==> config.mk <==
export PLATFORM = sky130hd
export DESIGN_NAME = svm_mul
export DESIGN_NICKNAME = d
export VERILOG_FILES = /design/src/hdl/svm_pkg.sv /design/src/hdl/svm_mul.sv
export SDC_FILE = /design/constraint.sdc
export NUM_CORES = 1
export LEC_CHECK = 0
export ABC_AREA = 1
export BUFFER_PORTS_ARGS = -buffer_cell sky130_fd_sc_hd__buf_2
export CAP_MARGIN = 15
export CORE_ASPECT_RATIO = 1.1
export CORE_MARGIN = 3
export CORE_UTILIZATION = 40
export DETAILED_ROUTE_END_ITERATION = 16
export GPL_ROUTABILITY_DRIVEN = 0
export PLACE_DENSITY_LB_ADDON = 0.1
export SYNTH_ARGS = -nofsm -noshare
export SYNTH_HDL_FRONTEND = slang
export SYNTH_SLANG_ARGS = --single-unit
export TNS_END_PERCENT = 20
==> constraint.sdc <==
create_clock -name clk -period 7 [get_ports clk]
set_input_delay 0.7 -clock clk [delete_from_list [all_inputs] [get_ports clk]]
set_output_delay 0.7 -clock clk [all_outputs]
set_load 0.02 [all_outputs]
==> src/hdl/svm_pkg.sv <==
// shared constants and widths of the sine voice mixer
package svm_pkg;
	localparam logic [1:0] OP_TICK = 2'd0;
	localparam logic [1:0] OP_SET  = 2'd1;
	localparam logic [1:0] OP_STOP = 2'd2;
	localparam logic [1:0] OP_BEEP = 2'd3;

	localparam logic [1:0] CFG_MASTER_GAIN = 2'd0;
	localparam logic [1:0] CFG_SMOOTHING   = 2'd1;
	localparam logic [1:0] CFG_THRESHOLD   = 2'd2;

	localparam int MUL_A_W = 32;
	localparam int MUL_B_W = 17;
	localparam int MUL_P_W = MUL_A_W + MUL_B_W;

	localparam logic [16:0] MASTER_RESET = 17'd39322;
	localparam logic [16:0] MASTER_MAX   = 17'd65536;
	localparam logic [15:0] SMOOTH_RESET = 16'd131;
	localparam logic [15:0] THRESH_RESET = 16'd66;

	// polynomial quarter-wave constants
	localparam logic [16:0] QS_C1 = 17'd102944;
	localparam logic [16:0] QS_C2 = 17'd42334;
	localparam logic [16:0] QS_C3 = 17'd4926;
	localparam logic [16:0] ONE_Q16 = 17'd65536;
endpackage

==> src/hdl/svm_mul.sv <==
// shared unsigned multiplier with registered product
module svm_mul (
	input  logic                        clk,
	input  logic [svm_pkg::MUL_A_W-1:0] a,
	input  logic [svm_pkg::MUL_B_W-1:0] b,
	output logic [svm_pkg::MUL_P_W-1:0] p
);
	always_ff @(posedge clk) begin
		p <= svm_pkg::MUL_P_W'(a) * svm_pkg::MUL_P_W'(b);
	end
endmodule

==> flow_summary.yaml <==
die:
  die_w_um: 218
  io_pins: 99
  die_y_um: 240
  rows: 85
  initial_utilization_pct: 40.5
  design.core.area_um2: 49000
  die-area_um2: 52300
job:
  maxCapViolCount: 0
run_status:
  outcome: "finished clean"
critical_path:
  end_kind: "flip-flop"
  critPathMaxFanout: 24
  worstSetupPathType: "in2reg"
  cp_data_arrival_time_ns: 6.53
  critPathLaunchType: "input pin"
  required_ns: 7.20
clock_network:
  cts_buffers: 5
  clock_sinks: 49
  clock_path_buffers: 2
  post_cts_resized: 0
  cts_setup_buffers: 0
  htreeDepth: 2
  ctsHoldBuffers: 0
  root_buffer: "clkbuf_16"
  clk_pin_slew_ns: 0.07
  cts_tree: "built"
logic_synthesis:
  synth_cell_types: 23
  yosys_warnings: 0
  syn_nets: 3350
  syn_area_um2: 19900
  syn_inst: 2728
  synthArstFlopShare_pct: 0
  ys.flop_type: "dfxtp_1"
  avgSynthCellArea_um2: 7.28
  synth_edf_count: 0
  ys_seq_area_share_pct: 4.94
  synth-seq-cells: 49
detailed_routing:
  wl_um: 56100
  dr.pass1.iters: 5
  avgRoutedWirePerCell_um: 16.5
  postRouteAntennaNets: 0
  vias: 15800
  avgViaCountPerCell: 4.66
  drc: 0
  dr.first_iter.drc_count: 927
final_layout:
  largest-register: "p"
  reg.largest.list: "p x49"
  antenna_cells: 0
  syn_to_final_growth_pct: 6.30
  final_nets: 3366
  final_common_cell: "inv_1"
  drive_gt1_share_pct: 6.27
  final_cells: 3397
  layout_common_cells: "inv_1, nand2_1, fa_1, ha_1, buf_2"
  largest_register_ffs: 49
timing:
  min_period_over_period_pct: 90.5
  final_hold_viol_count: 0
  slew_viol_final: 0
  slew-limit-headroom_pct: 45.9
  worst_pin_slew_ns: 0.811
  setup_viol: 0
  fin_crit_ns: 6.34
  fin_tns_setup_ns: 0
  rsz0062_at_grt: "no"
  fmax_ghz: 0.158
grt:
  antenna_found_initial: 0
  grt_pass1_vias: 17400
  grt_max_degree: 33
  track_usage_pct: 22.9
  grt_pass1_wl_um: 94000
  gr-total-overflow: 0
place:
  hpwl_um: 46900
  portBuffers: 98
  dp.cells: 3389
min_path:
  hold_path_class: "in2reg"
[routing by layer]
| metal | up-vias | wire [um] | global-route usage, % |
|---|---|---|---|
| li1 | 7449 | - | - |
| met1 | 7967 | 25100 | 31.7 |
| met2 | 352 | 27200 | 39.2 |
| met3 | 50 | 2850 | 2.77 |
| met4 | 0 | 949 | 4.07 |
| met5 | - | 0 | 0 |
[worst paths after layout]
| path | cells past startpoint | slack (ns) | from | to |
|---|---|---|---|---|
| max | 24 | 0.66 | b[5] | p[47]$_DFF_P_ |
| min | 3 | 0.86 | a[0] | p[0]$_DFF_P_ |
[synthesized netlist by cell type, types with 10 or more instances]
cell / count / area share, %
nand2_1: 885 / 17
inv_1: 892 / 17
fa_1: 449 / 45
nand3_1: 34 / 0.86
a21oi_1: 26 / 0.66
dfxtp_1: 49 / 4.9
nand3_2: 10 / 0.50
xor2_1: 21 / 0.93
clkbuf_1: 115 / 2.2
nand2_2: 12 / 0.38
ha_1: 123 / 7.8
nor2_1: 65 / 1.2
[cell families (layout without fill, tap and decap cells)]
family | Yosys count | in the layout | share of synthesized area, %
simple gates | 1032 | 1032 | 20.7
buf+inv | 1011 | 1028 | 19.1
fa+ha+maj | 572 | 572 | 53.0
flops | 49 | 49 | 4.94
compound gates | 36 | 36 | 0.996
xor+xnor | 28 | 28 | 1.24
[layout make-up]
| type | count | area [um^2] |
|---|---|---|
| timing repair buffer | 124 | 698 |
| clock buffer | 5 | 125 |
| clock inverter | 3 | 43.8 |
| multi-input combinational | 1668 | 15100 |
| sequential | 49 | 981 |
| tap | 652 | 816 |
| inverter | 896 | 3360 |
| fill | 5141 | 27900 |
[worst max-delay path, stage by stage]
cell and delay, ns:
buf_2 0.52, buf_4 0.27, nand2_1 0.08, fa_1 0.54, inv_1 0.05, fa_1 0.47
inv_1 0.05, fa_1 0.51, inv_1 0.06, fa_1 0.53, fa_1 0.50, inv_1 0.05
fa_1 0.51, inv_1 0.05, ha_1 0.48, nand2_1 0.16, nor2_1 0.26, nand2_1 0.14
inv_1 0.09, nand2_1 0.09, nor2_1 0.12, nand2_1 0.13, nand4_1 0.12, nand2_1 0.06
[per-stage QoR]
| stage | hold slack [ns] | setup slack (ns) | area (um^2) | utilization, % |
|---|---|---|---|---|
| floorplan | 0.793 | 1.31 | 19900 | - |
| global route | 0.873 | 0.395 | 21100 | 43.0 |
| CTS | 0.847 | 0.721 | 21100 | 43.0 |
| detailed placement | 1.12 | 0.413 | 20900 | 42.7 |
| finish | 0.857 | 0.665 | 21100 | 43.0 |
| global placement | 1.12 | 0.365 | 20900 | 42.7 |
Power is left out: the tool's default activity adds up to more than one toggle a clock period on the data nets, which glitch-free logic cannot reach.
